==> src/rtl/i2cbm_pkg.sv <==
// i2cbm_pkg: shared types and codes for the i2c bit master
// input and result word structs, command codes, configuration register indexes
// no dependencies
package i2cbm_pkg;

  localparam int BYTE_BITS = 8;
  localparam int QUEUE_DEPTH = 2;

  // kind codes of the input word
  localparam logic [2:0] KIND_TICK  = 3'd0;
  localparam logic [2:0] KIND_START = 3'd1;
  localparam logic [2:0] KIND_STOP  = 3'd2;
  localparam logic [2:0] KIND_WRITE = 3'd3;
  localparam logic [2:0] KIND_READ  = 3'd4;
  localparam logic [2:0] KIND_WAIT  = 3'd5;

  // configuration register indexes
  localparam logic CFG_PHASE_TICKS = 1'b0;
  localparam logic CFG_ACK_TIMEOUT = 1'b1;

  localparam logic [7:0] PHASE_TICKS_RST = 8'd2;
  localparam logic [7:0] ACK_TIMEOUT_RST = 8'd250;

  typedef struct packed {
    logic [2:0] kind;
    logic [7:0] data_byte;
    logic       send_ack;
    logic       sda_in;
  } in_word_t;

  typedef struct packed {
    logic       scl_level;
    logic       sda_level;
    logic       sda_driving;
    logic       busy_res;
    logic       done_res;
    logic [7:0] rx_byte;
    logic       ack_failed;
  } out_word_t;

  // classified command carried from front to back
  typedef enum logic [2:0] {
    OP_TICK,
    OP_START,
    OP_STOP,
    OP_WRITE,
    OP_READ,
    OP_WAIT,
    OP_NONE
  } op_t;

  typedef struct packed {
    op_t        op;
    logic [7:0] data_byte;
    logic       send_ack;
    logic       sda_in;
  } cmd_t;

  typedef struct packed {
    logic [7:0] phase_ticks;
    logic [7:0] ack_timeout;
  } cfg_t;

endpackage

==> src/rtl/i2cbm_front.sv <==
// i2cbm_front: takes input words, classifies the kind into a command code
// and holds them in a two-entry command queue for the bus engine
// depends on i2cbm_pkg
module i2cbm_front (
  input  logic                clk,
  input  logic                rst_n,
  input  logic                in_push,
  output logic                in_full,
  input  i2cbm_pkg::in_word_t in_word,
  output logic                cmd_valid,
  input  logic                cmd_pop,
  output i2cbm_pkg::cmd_t     cmd_word
);
  import i2cbm_pkg::*;

  cmd_t       q_r [QUEUE_DEPTH];
  logic       wr_ptr_r, wr_ptr_nxt;
  logic       rd_ptr_r, rd_ptr_nxt;
  logic [1:0] cnt_r, cnt_nxt;
  logic       push, pop;
  cmd_t       cls;

  always_comb begin
    cls.data_byte = in_word.data_byte;
    cls.send_ack  = in_word.send_ack;
    cls.sda_in    = in_word.sda_in;
    unique case (in_word.kind)
      KIND_TICK:  cls.op = OP_TICK;
      KIND_START: cls.op = OP_START;
      KIND_STOP:  cls.op = OP_STOP;
      KIND_WRITE: cls.op = OP_WRITE;
      KIND_READ:  cls.op = OP_READ;
      KIND_WAIT:  cls.op = OP_WAIT;
      default:    cls.op = OP_NONE;
    endcase
  end

  assign in_full   = (cnt_r == 2'(QUEUE_DEPTH));
  assign cmd_valid = (cnt_r != 2'd0);
  assign cmd_word  = q_r[rd_ptr_r];
  assign push      = in_push && !in_full;
  assign pop       = cmd_pop && cmd_valid;

  always_comb begin
    wr_ptr_nxt = push ? ~wr_ptr_r : wr_ptr_r;
    rd_ptr_nxt = pop ? ~rd_ptr_r : rd_ptr_r;
    cnt_nxt    = cnt_r + 2'(push) - 2'(pop);
  end

  always_ff @(posedge clk) begin
    if (!rst_n) begin
      wr_ptr_r <= 1'b0;
      rd_ptr_r <= 1'b0;
      cnt_r    <= 2'd0;
    end else begin
      wr_ptr_r <= wr_ptr_nxt;
      rd_ptr_r <= rd_ptr_nxt;
      cnt_r    <= cnt_nxt;
    end
  end

  always_ff @(posedge clk) begin
    if (push) begin
      q_r[wr_ptr_r] <= cls;
    end
  end

`ifndef SYNTHESIS
  a_cnt_bound: assert property (@(posedge clk) disable iff (!rst_n)
    cnt_r <= 2'(QUEUE_DEPTH))
    else $error("command queue count out of range");

  a_ptr_track: assert property (@(posedge clk) disable iff (!rst_n)
    (cnt_r == 2'(QUEUE_DEPTH) || cnt_r == 2'd0) |-> (wr_ptr_r == rd_ptr_r))
    else $error("command queue pointers disagree with count");

  a_pop_only: assert property (@(posedge clk) disable iff (!rst_n)
    (pop && !push) |=> (cnt_r == $past(cnt_r) - 2'd1))
    else $error("command queue pop did not lower count");
`endif

endmodule

==> src/rtl/i2cbm_back.sv <==
// i2cbm_back: bus engine that steps the i2c phase machine one command a cycle
// while the result queue has room, and a two-entry result queue toward the receiver
// depends on i2cbm_pkg
module i2cbm_back (
  input  logic                 clk,
  input  logic                 rst_n,
  input  i2cbm_pkg::cfg_t      cfg,
  input  logic                 cmd_valid,
  output logic                 cmd_pop,
  input  i2cbm_pkg::cmd_t      cmd_word,
  output logic                 out_empty,
  input  logic                 out_pop,
  output i2cbm_pkg::out_word_t out_word
);
  import i2cbm_pkg::*;

  typedef enum logic [3:0] {
    PH_IDLE, PH_S1, PH_S2, PH_S3, PH_P1, PH_P2, PH_P3,
    PH_W_LO, PH_W_HI, PH_R_LO, PH_R_HI, PH_A_LO, PH_A_HI,
    PH_K1, PH_K2, PH_KPOLL
  } phase_t;

  phase_t     state_r, state_nxt;
  logic [3:0] bit_cnt_r, bit_cnt_nxt;
  logic [7:0] shift_r, shift_nxt;
  logic [7:0] tick_r, tick_nxt;
  logic [7:0] wait_r, wait_nxt;
  logic       ack_choice_r, ack_choice_nxt;
  logic       scl_r, scl_nxt;
  logic       sda_r, sda_nxt;
  logic       sda_dir_r, sda_dir_nxt;
  logic       fail_r, fail_nxt;
  logic [7:0] rx_r, rx_nxt;

  logic       fire;
  logic       done;
  logic       go_en;
  phase_t     go_st;
  logic [7:0] len;
  logic [7:0] tick_inc;
  logic [3:0] bc_inc;
  out_word_t  res;

  out_word_t  rq_r [QUEUE_DEPTH];
  logic       rq_wr_r, rq_rd_r;
  logic [1:0] rq_cnt_r;
  logic       rq_full, rq_pop;

  assign rq_full   = (rq_cnt_r == 2'(QUEUE_DEPTH));
  assign out_empty = (rq_cnt_r == 2'd0);
  assign out_word  = rq_r[rq_rd_r];
  assign rq_pop    = out_pop && !out_empty;
  assign fire      = cmd_valid && !rq_full;
  assign cmd_pop   = fire;

  assign len      = (cfg.phase_ticks == 8'd0) ? 8'd1 : cfg.phase_ticks;
  assign tick_inc = tick_r + 8'd1;
  assign bc_inc   = bit_cnt_r + 4'd1;

  always_comb begin
    state_nxt      = state_r;
    bit_cnt_nxt    = bit_cnt_r;
    shift_nxt      = shift_r;
    tick_nxt       = tick_r;
    wait_nxt       = wait_r;
    ack_choice_nxt = ack_choice_r;
    scl_nxt        = scl_r;
    sda_nxt        = sda_r;
    sda_dir_nxt    = sda_dir_r;
    fail_nxt       = fail_r;
    rx_nxt         = rx_r;
    done           = 1'b0;
    go_en          = 1'b0;
    go_st          = PH_IDLE;

    if (fire) begin
      if (cmd_word.op == OP_TICK) begin
        if (state_r == PH_KPOLL) begin
          if (!cmd_word.sda_in) begin
            scl_nxt  = 1'b0;
            fail_nxt = 1'b0;
            go_en    = 1'b1;
            go_st    = PH_IDLE;
            done     = 1'b1;
          end else if (wait_r >= cfg.ack_timeout) begin
            // timed out: run a stop sequence
            fail_nxt = 1'b1;
            go_en    = 1'b1;
            go_st    = PH_P1;
          end else begin
            wait_nxt = wait_r + 8'd1;
          end
        end else if (state_r != PH_IDLE) begin
          tick_nxt = tick_inc;
          if (tick_inc >= len) begin
            go_en = 1'b1;
            unique case (state_r)
              PH_S1:   go_st = PH_S2;
              PH_S2:   go_st = PH_S3;
              PH_P1:   go_st = PH_P2;
              PH_P2:   go_st = PH_P3;
              PH_W_LO: go_st = PH_W_HI;
              PH_W_HI: begin
                shift_nxt   = {shift_r[6:0], 1'b0};
                bit_cnt_nxt = bc_inc;
                if (bc_inc >= 4'(BYTE_BITS)) begin
                  scl_nxt = 1'b0;
                  go_st   = PH_IDLE;
                  done    = 1'b1;
                end else begin
                  go_st = PH_W_LO;
                end
              end
              PH_R_LO: go_st = PH_R_HI;
              PH_R_HI: begin
                // sample on the last tick of the high phase
                shift_nxt   = {shift_r[6:0], cmd_word.sda_in};
                bit_cnt_nxt = bc_inc;
                if (bc_inc >= 4'(BYTE_BITS)) begin
                  rx_nxt = {shift_r[6:0], cmd_word.sda_in};
                  go_st  = PH_A_LO;
                end else begin
                  go_st = PH_R_LO;
                end
              end
              PH_A_LO: go_st = PH_A_HI;
              PH_K1:   go_st = PH_K2;
              PH_K2:   go_st = PH_KPOLL;
              PH_S3, PH_A_HI: begin
                scl_nxt = 1'b0;
                go_st   = PH_IDLE;
                done    = 1'b1;
              end
              PH_P3: begin
                go_st = PH_IDLE;
                done  = 1'b1;
              end
              default: go_st = PH_IDLE;
            endcase
          end
        end
      end else if (cmd_word.op != OP_NONE && state_r == PH_IDLE) begin
        bit_cnt_nxt = 4'd0;
        go_en       = 1'b1;
        unique case (cmd_word.op)
          OP_START: go_st = PH_S1;
          OP_STOP:  go_st = PH_P1;
          OP_WRITE: begin
            shift_nxt = cmd_word.data_byte;
            go_st     = PH_W_LO;
          end
          OP_READ: begin
            shift_nxt      = 8'd0;
            ack_choice_nxt = cmd_word.send_ack;
            go_st          = PH_R_LO;
          end
          default: begin
            fail_nxt = 1'b0;
            go_st    = PH_K1;
          end
        endcase
      end
    end

    // levels set on entry to a phase
    if (go_en) begin
      state_nxt = go_st;
      tick_nxt  = 8'd0;
      unique case (go_st)
        PH_S1: begin
          sda_dir_nxt = 1'b1;
          sda_nxt     = 1'b1;
          scl_nxt     = 1'b1;
        end
        PH_S2: sda_nxt = 1'b0;
        PH_S3: scl_nxt = 1'b0;
        PH_P1: begin
          sda_dir_nxt = 1'b1;
          scl_nxt     = 1'b0;
          sda_nxt     = 1'b0;
        end
        PH_P2: scl_nxt = 1'b1;
        PH_P3: sda_nxt = 1'b1;
        PH_W_LO: begin
          sda_dir_nxt = 1'b1;
          scl_nxt     = 1'b0;
          sda_nxt     = shift_nxt[7];
        end
        PH_W_HI: scl_nxt = 1'b1;
        PH_R_LO: begin
          sda_dir_nxt = 1'b0;
          sda_nxt     = 1'b1;
          scl_nxt     = 1'b0;
        end
        PH_R_HI: scl_nxt = 1'b1;
        PH_A_LO: begin
          scl_nxt     = 1'b0;
          sda_dir_nxt = 1'b1;
          sda_nxt     = ~ack_choice_nxt;
        end
        PH_A_HI: scl_nxt = 1'b1;
        PH_K1: begin
          sda_dir_nxt = 1'b0;
          sda_nxt     = 1'b1;
        end
        PH_K2:    scl_nxt = 1'b1;
        PH_KPOLL: wait_nxt = 8'd0;
        default: ;
      endcase
    end

    res.scl_level   = scl_nxt;
    res.sda_level   = sda_dir_nxt ? sda_nxt : 1'b1;
    res.sda_driving = sda_dir_nxt;
    res.busy_res    = (state_nxt != PH_IDLE);
    res.done_res    = done;
    res.rx_byte     = rx_nxt;
    res.ack_failed  = fail_nxt;
  end

  always_ff @(posedge clk) begin
    if (!rst_n) begin
      state_r      <= PH_IDLE;
      bit_cnt_r    <= 4'd0;
      shift_r      <= 8'd0;
      tick_r       <= 8'd0;
      wait_r       <= 8'd0;
      ack_choice_r <= 1'b0;
      scl_r        <= 1'b1;
      sda_r        <= 1'b1;
      sda_dir_r    <= 1'b1;
      fail_r       <= 1'b0;
      rx_r         <= 8'd0;
      rq_wr_r      <= 1'b0;
      rq_rd_r      <= 1'b0;
      rq_cnt_r     <= 2'd0;
    end else begin
      state_r      <= state_nxt;
      bit_cnt_r    <= bit_cnt_nxt;
      shift_r      <= shift_nxt;
      tick_r       <= tick_nxt;
      wait_r       <= wait_nxt;
      ack_choice_r <= ack_choice_nxt;
      scl_r        <= scl_nxt;
      sda_r        <= sda_nxt;
      sda_dir_r    <= sda_dir_nxt;
      fail_r       <= fail_nxt;
      rx_r         <= rx_nxt;
      rq_wr_r      <= fire ? ~rq_wr_r : rq_wr_r;
      rq_rd_r      <= rq_pop ? ~rq_rd_r : rq_rd_r;
      rq_cnt_r     <= rq_cnt_r + 2'(fire) - 2'(rq_pop);
    end
  end

  always_ff @(posedge clk) begin
    if (fire) begin
      rq_r[rq_wr_r] <= res;
    end
  end

`ifndef SYNTHESIS
  a_done_idle: assert property (@(posedge clk) disable iff (!rst_n)
    (fire && done) |=> (state_r == PH_IDLE))
    else $error("command finished but engine not idle");

  a_released_high: assert property (@(posedge clk) disable iff (!rst_n)
    !sda_dir_r |-> sda_r)
    else $error("sda released while held low");

  a_bit_bound: assert property (@(posedge clk) disable iff (!rst_n)
    bit_cnt_r <= 4'(BYTE_BITS))
    else $error("bit count past byte width");

  a_result_count: assert property (@(posedge clk) disable iff (!rst_n)
    rq_cnt_r <= 2'(QUEUE_DEPTH))
    else $error("result queue count out of range");
`endif

endmodule

==> src/rtl/i2c_bit_master_top.sv <==
// i2c_bit_master_top: i2c bit master with configuration registers
// joins the command front end and the bus engine back end
// depends on i2cbm_pkg, i2cbm_front, i2cbm_back
//
// usage: push input words (tick, start, stop, write byte, read byte, wait ack)
// while in_full is low; every accepted word yields exactly one result word with
// the bus levels, busy, done, received byte and ack-failed flag after that word.
// commands are taken only while the engine is idle; tick words step the bus.
// a word's result is registered into the result queue before out_word shows it.
// throughput: one word per cycle while the result queue has room. a two-entry
// command queue and a two-entry result queue sit between the sides; when the
// receiver stops popping, the result queue fills, the engine holds, then the
// command queue fills and in_full rises.
// configuration: cfg_we with cfg_index 0 (phase ticks) or 1 (ack timeout);
// write these only while the block is idle; the block does not enforce this.
// reset: synchronous active-low rst_n empties both queues, idles the engine
// with scl and sda high, and loads phase ticks 2 and ack timeout 250.
module i2c_bit_master_top (
  input  logic                 clk,
  input  logic                 rst_n,
  input  logic                 in_push,
  output logic                 in_full,
  input  i2cbm_pkg::in_word_t  in_word,
  output logic                 out_empty,
  input  logic                 out_pop,
  output i2cbm_pkg::out_word_t out_word,
  input  logic                 cfg_we,
  input  logic                 cfg_index,
  input  logic [7:0]           cfg_wdata
);
  import i2cbm_pkg::*;

  cfg_t cfg_r;
  logic cmd_valid;
  logic cmd_pop;
  cmd_t cmd_word;

  always_ff @(posedge clk) begin
    if (!rst_n) begin
      cfg_r.phase_ticks <= PHASE_TICKS_RST;
      cfg_r.ack_timeout <= ACK_TIMEOUT_RST;
    end else if (cfg_we) begin
      unique case (cfg_index)
        CFG_PHASE_TICKS: cfg_r.phase_ticks <= cfg_wdata;
        CFG_ACK_TIMEOUT: cfg_r.ack_timeout <= cfg_wdata;
        default: ;
      endcase
    end
  end

  i2cbm_front u_front (
    .clk       (clk),
    .rst_n     (rst_n),
    .in_push   (in_push),
    .in_full   (in_full),
    .in_word   (in_word),
    .cmd_valid (cmd_valid),
    .cmd_pop   (cmd_pop),
    .cmd_word  (cmd_word)
  );

  i2cbm_back u_back (
    .clk       (clk),
    .rst_n     (rst_n),
    .cfg       (cfg_r),
    .cmd_valid (cmd_valid),
    .cmd_pop   (cmd_pop),
    .cmd_word  (cmd_word),
    .out_empty (out_empty),
    .out_pop   (out_pop),
    .out_word  (out_word)
  );

endmodule

==> config.mk <==
export PLATFORM = sky130hd
export DESIGN_NAME = i2c_bit_master_top
export DESIGN_NICKNAME = d
export VERILOG_FILES = /design/src/rtl/i2cbm_pkg.sv /design/src/rtl/i2cbm_front.sv /design/src/rtl/i2cbm_back.sv /design/src/rtl/i2c_bit_master_top.sv
export SDC_FILE = /design/constraint.sdc
export NUM_CORES = 1
export LEC_CHECK = 0
export CAP_MARGIN = 10
export CORE_ASPECT_RATIO = 1.25
export CORE_UTILIZATION = 50
export CTS_CLUSTER_SIZE = 40
export DETAILED_ROUTE_END_ITERATION = 12
export DONT_BUFFER_PORTS = 1
export RECOVER_POWER = 50
export SLEW_MARGIN = 0
export SYNTH_ARGS = -nofsm -noshare
export SYNTH_HDL_FRONTEND = slang
export SYNTH_SLANG_ARGS = --single-unit
==> constraint.sdc <==
create_clock -name clk -period 3.8 [get_ports clk]
set_input_delay 0.76 -clock clk [delete_from_list [all_inputs] [get_ports clk]]
set_output_delay 0.76 -clock clk [all_outputs]
set_load 0.05 [all_outputs]
* After elaboration in Yosys (flattened, before gate mapping)
Memories as Yosys holds them, arrays and structs flattened. A register that Yosys moved wholly into a read port is not among the register bits.
Index checks and enable logic that the tools add are counted.
** Word-level totals
- Bits in registers :: 69
- Latch bits :: 0
- RAM bits :: 54
- Memory bits (read-only) :: 0
- Bits of input ports :: 27
- Output and inout port bits :: 16
- Word-level logic and storage cells :: 214
- Memories kept :: 2
** Memory list
- u_back.rq_r :: depth 2, width 14, rd ports 1, clocked after memory_dff 1, write ports 1, RTL line i2cbm_back.sv:44 : out_word_t rq_r [QUEUE_DEPTH];
- u_front.q_r :: depth 2, width 13, rd ports 1, clocked after memory_dff 1, write ports 1, RTL line i2cbm_front.sv:16 : cmd_t q_r [QUEUE_DEPTH];
** Cells by class
- Add/sub/neg operators :: 7
- Multiply operators :: 0
- Divide/modulo/power cells :: 0
- Order comparisons :: 3
- Equal/unequal tests :: 47
- Shift operators :: 0
- Multiplexer cells :: 93
- Bitwise gates (word level) :: 8
- Reductions and logical operators :: 34
** Operators by type and width (count)
- 8-bit two-way mux :: 21
- 4-bit equality test (second input constant) :: 16
- 4-bit two-way mux :: 14
- 1-bit two-way mux :: 45
- 4-bit case mux with 11 select lines :: 1
- 4-bit by 3-bit equality test with 1-bit output (second input constant) :: 8
- 8-bit case mux with 2 select lines :: 2
- 3-bit case mux with 6 select lines :: 1
- 8-bit by 1-bit adder with 8-bit output (second input constant) :: 2
- 4-bit by 2-bit equality test with 1-bit output (second input constant) :: 4
- 8-bit greater-or-equal comparator :: 2
- 4-bit case mux with 4 select lines :: 1
- 3-bit by 2-bit equality test with 1-bit output (second input constant) :: 4
- 4-bit OR reduction :: 3
- 2-bit OR reduction :: 5
- 3-bit equality test (second input constant) :: 3
- 4-bit by 1-bit equality test with 1-bit output (second input constant) :: 2
- 8-bit logical NOT :: 1
- 2-bit != test (second input constant) :: 4
- 1-bit NOT :: 8
- 1-bit case mux with 2 select lines :: 4
- 4-bit nonzero test :: 2
- 7-bit AND reduction :: 1
- 3-bit by 1-bit equality test with 1-bit output (second input constant) :: 2
- other kinds (22) :: 36

* Longest topological paths before layout
- Depth after elaboration :: 14
- Mapped depth :: 15
- Depth with buffers taken out :: 14

* Modules after synthesis
A second synthesis with hierarchy kept.
** Unflattened totals
- Cell total of the unflattened synthesis :: 591
- Area total of the unflattened synthesis :: 6271.0 µm²
** Modules (own cells, without submodules)
- i2cbm_back :: times used 1, cells each 450, area an instance 4350.4 µm², sequential area each 1841.8 µm²
- i2cbm_front :: times used 1, cells each 70, area an instance 1228.7 µm², sequential area each 880.8 µm²
- i2c_bit_master_top :: times used 1, cells each 71, area an instance 691.9 µm², sequential area each 320.3 µm²

* Least setup slack after synthesis
Ideal clock, no wire load.
- Path type :: register -> register
- From :: register u_back.tick_r[2]
- To :: memory u_back.rq_r[0][12] in the netlist's numbering, data pin
- Library setup time :: 261 ps
- Arrival :: 3024 ps
- Required time :: 3539 ps
- Path slack :: 515 ps
- Cell stages (with the launch flop) :: 14
- Path buffers :: 0
- Clock period less this slack :: 3285 ps
- Path through :: dfxtp_1 nand3_1 nor2_1 nand3_1 xnor2_1 ha_1 nand4_1 o31a_2 o32ai_4 nand2_2 or4b_1 o311ai_1 nor3_1 nand2b_1
** RTL lines
- start, declared :: RTL line i2cbm_back.sv:26 : logic [7:0] tick_r, tick_nxt;
- start signal, assigned :: RTL line i2cbm_back.sv:241 : tick_r <= tick_nxt;
- end, declared :: RTL line i2cbm_back.sv:44

==> run_results.csv <==
group,metric,value,unit
run_status,run_status,"finished, final reports clean",
routing,num_vias,4187,
grt,grt_start_max_net_pins,56,
worst_setup_path,crit-reg2reg-launch,"u_back.tick_r[0]",
routing,post_drt_wl_per_cell,16.32,um
synthesis,number_of_flops_mapped_to_enable_cells_by_yosys,54,
routing,wl_met2,6446,um
placed_design,routabilityCongestion,0.8471,
layout,antenna-diode-count,0,
layout,sequential_standard_cell_area,0.003043,mm2
worst_setup_path,critPathSlowestCell,"sky130_fd_sc_hd__or4b_1",
grt,global_route.usage.total,21.11,%
routing,detail_route.vias_per_cell,5.502,
power_and_ir_drop,leakagePower,2.661,nW
placed_design,post-place-cells,727,
synthesis,yosys.area.top_type,"sky130_fd_sc_hd__edfxtp_1",
layout,final_common_cell,"sky130_fd_sc_hd__dfxtp_1",
die,die_x,101.0,um
die,dieArea,0.01271,mm2
layout,area_growth,12.22,%
synthesis,ys_dominant_reg_cell,"sky130_fd_sc_hd__dfxtp_1",
clock_tree,numClockSinks,125,
routing,drt_drc_violations_left,0,
grt,grt_first_pass_wirelength,20450,um
timing,worst_pin_slew,1.101,ns
worst_setup_path,critical_path.startpoint_type,"flip-flop",
worst_setup_path,cp_common_cell,"sky130_fd_sc_hd__nand3_1",
die,design.core.area,0.01178,mm2
timing,final.setup_skew,0.01126,ns
clock_tree,post_cts_hold_buffers,0,
timing,final_min_period_over_clock_period,94.80,%
worst_setup_path,crit_path_start,"u_back.tick_r[0]",
timing,slew_violations,0,
routing,ant_nets,0,
routing,first_pass_iters,4,
grt,vias_in_the_first_global_route,4151,
timing,final-hold-violation-count,0,
placed_design,hpwl,8795,um
worst_setup_path,longest_individual_stage_delay_on_the_worst_path,0.54,ns
worst_setup_path,worst-r2r-cell-count,13,
worst_setup_path,critical_path_capture_point,"u_back.rq_r[0][12]",
worst_hold_path,worst_hold_check_path_type,"in2reg",
worst_setup_path,crit_cells,13,
clock_tree,clkLatencyLatePin,0.42,ns
synthesis,yosysSeqAreaShare,49.63,%
synthesis,mappedNetlistArea,0.006131,mm2
synthesis,yosys.cell_types.count,68,
power_and_ir_drop,ir_drop,0.0003965,V
worst_setup_path,timing.setup.critical_path_class,"reg2reg",
routing,route.layer.met1.wl,5239,um
timing,setup_viol_count_final,0,
layout,finalNetCount,637,
timing,peak_freq,0.2776,GHz
worst_setup_path,critical-path-top-delay-family,"simple AND/OR/NAND/NOR gates",
synthesis,postSynthCellCount,579,
power_and_ir_drop,power.density,748.8,mW/mm2
routing,detail_route.iter0.violations,277,
layout,finalCoreUtilization,58.40,%
layout,multi_input_area,0.002879,mm2
worst_setup_path,worst-endpoint-required,3.96,ns
clock_tree,cts_tree,"yes",
synthesis,synth_top_cell_area_share,26.45,%
layout,filler_cells_inserted,1047,
worst_setup_path,r2r_slack,0.20,ns
synthesis,avgSynthCellArea,10.59,um2
clock_tree,clkTransAtPathRegs,0.06,ns
layout,layout.cells.most_common_list,"sky130_fd_sc_hd__dfxtp_1, sky130_fd_sc_hd__nand2_1, sky130_fd_sc_hd__edfxtp_1, sky130_fd_sc_hd__nor2_1, sky130_fd_sc_hd__mux2_2",
timing,slew_headroom,26.34,%
worst_setup_path,critPathBufInv,0,
worst_setup_path,cp-end-kind,"flip-flop",
worst_setup_path,crit_path_cell_trace,"nand3_1, nor2_2, nand3_1, xnor2_1, ha_1, nand4_1, o31a_2, o32ai_4, nand2_2, or4b_1, o311ai_1, nor3_1, nand2b_1",
synthesis,ys_seq_elements,125,
clock_tree,h-tree-depth,4,
clock_tree,clock-root-buffer,"sky130_fd_sc_hd__clkbuf_16",
worst_setup_path,critical_path.reg2reg.endpoint,"u_back.rq_r[0][12]",
routing,wl_met3,486,um
synthesis,yosys_warnings,0,
synthesis,synthArstFlopShare,0,%
timing,hold_ws,0.4308,ns
layout,layout-drive-gt1-share,15.00,%
die,fp.dieH,125.8,um
die,core.rowCount,44,
layout,layoutNonFillerInstCount,761,
die,initial_core_util,52.04,%
grt,grt_antenna_before_repair,0,
worst_setup_path,worst_path_maximum_fanout,6,
routing,maxUsedRoutingLayer,"met4",
flow_run,maxcap_violations,0,
grt,gr-total-overflow,0,
clock_tree,tritoncts.num_buffers,17,
worst_hold_path,min_path_cells,1,
worst_setup_path,data_arrival_time_at_the_worst_slack_endpoint,3.76,ns
synthesis,post_synth_main_area_contributors,"sky130_fd_sc_hd__edfxtp_1, sky130_fd_sc_hd__dfxtp_1, sky130_fd_sc_hd__mux2_2",
synthesis,mappedNetlistNets,629,
clock_tree,cts-root-to-sink-buffers,2,
placed_design,port_buffers,0,
routing,routed_wirelength,12420,um
die,boundaryPins,43,
timing,fin_crit,3.602,ns
[Yosys cell counts, drive strengths merged, types with 11 or more instances]
master / count
a21oi: 20
edfxtp: 54
xor2: 13
nor2: 43
a21boi: 11
ha: 23
dfxtp: 71
mux2: 34
inv: 25
xnor2: 19
nor3: 13
and2: 23
clkbuf: 15
nand2: 69
o21ai: 12
[sequential cells by signal, indices dropped and copies added, names as in the netlist, 2 cells and up, named ones only]
name	count
u_back.rq_r	28
u_front.q_r	26
cfg_r	16
u_back.rx_r	8
u_back.shift_r	8
u_back.tick_r	8
u_back.wait_r	8
u_back.bit_cnt_r	4
u_back.state_r	4
u_back.rq_cnt_r	2
u_front.cnt_r	2
[kinds of logic after synthesis]
kind of cell / after synthesis / share of synthesized area, %
AOI/OAI and AO/OA: 105 / 12.63
xor gates and xnor gates: 32 / 4.571
adders and majority gates: 23 / 4.694
buffers and inverters: 50 / 3.490
DFF: 125 / 49.63
muxes: 42 / 7.551
and+or+nand+nor: 202 / 17.43
[area by class of cell]
type	instances	area share [%]
Tap cell	161	2.928
Sequential cell	125	44.23
Clock inverter	14	2.091
Multi-Input combinational cell	404	41.84
Inverter	26	1.418
Timing Repair Buffer	13	1.255
Clock buffer	18	6.238
[worst min-delay path by stage]
stage          slack (ns)          endpoint      start
3_3_place_gp         0.46         cfg_r[15]  cfg_r[15]
3_5_place_dp         0.47         cfg_r[15]  cfg_r[15]
5_1_grt              0.41  u_back.sda_dir_r      rst_n
6_report             0.43  u_back.sda_dir_r      rst_n
2_1_floorplan        0.44         cfg_r[10]  cfg_r[10]
4_1_cts              0.42  u_back.sda_dir_r      rst_n
[report_power, final]
group          total [mW]  leakage, nW  switching [mW]  internal [mW]
combinational        1.71         1.30            1.12          0.585
clock                1.56        0.282           0.596          0.965
sequential           1.88         1.08           0.186           1.69
total                5.15         2.66            1.91           3.25
[timing repair]
action                                  4_1_cts  5_1_grt
buffers inserted                              0        2
hold endpoints to repair                      0        0
endpoints found under the setup margin        0        4
resized for setup                             0        3
[stage by stage]
step           worst slack [ns]  total power, mW  setup TNS, ns  cell area (um2)
3_5_place_dp             0.1700            3.620              0             6299
5_1_grt                -0.02497            5.447       -0.07873             6880
6_report                 0.1977            5.152              0             6880
3_3_place_gp             0.2975            3.590              0             6299
2_1_floorplan            0.5153            3.288              0             6131
4_1_cts                  0.1283            5.201              0             6872
[routing by layer]
metal / track usage [%] / vias up
li1: - / 2092
met1: 24.88 / 1986
met2: 36.45 / 93
met3: 5.272 / 16
met4: 8.269 / 0
met5: 0 / -
(Power assumes the default switching activity.)
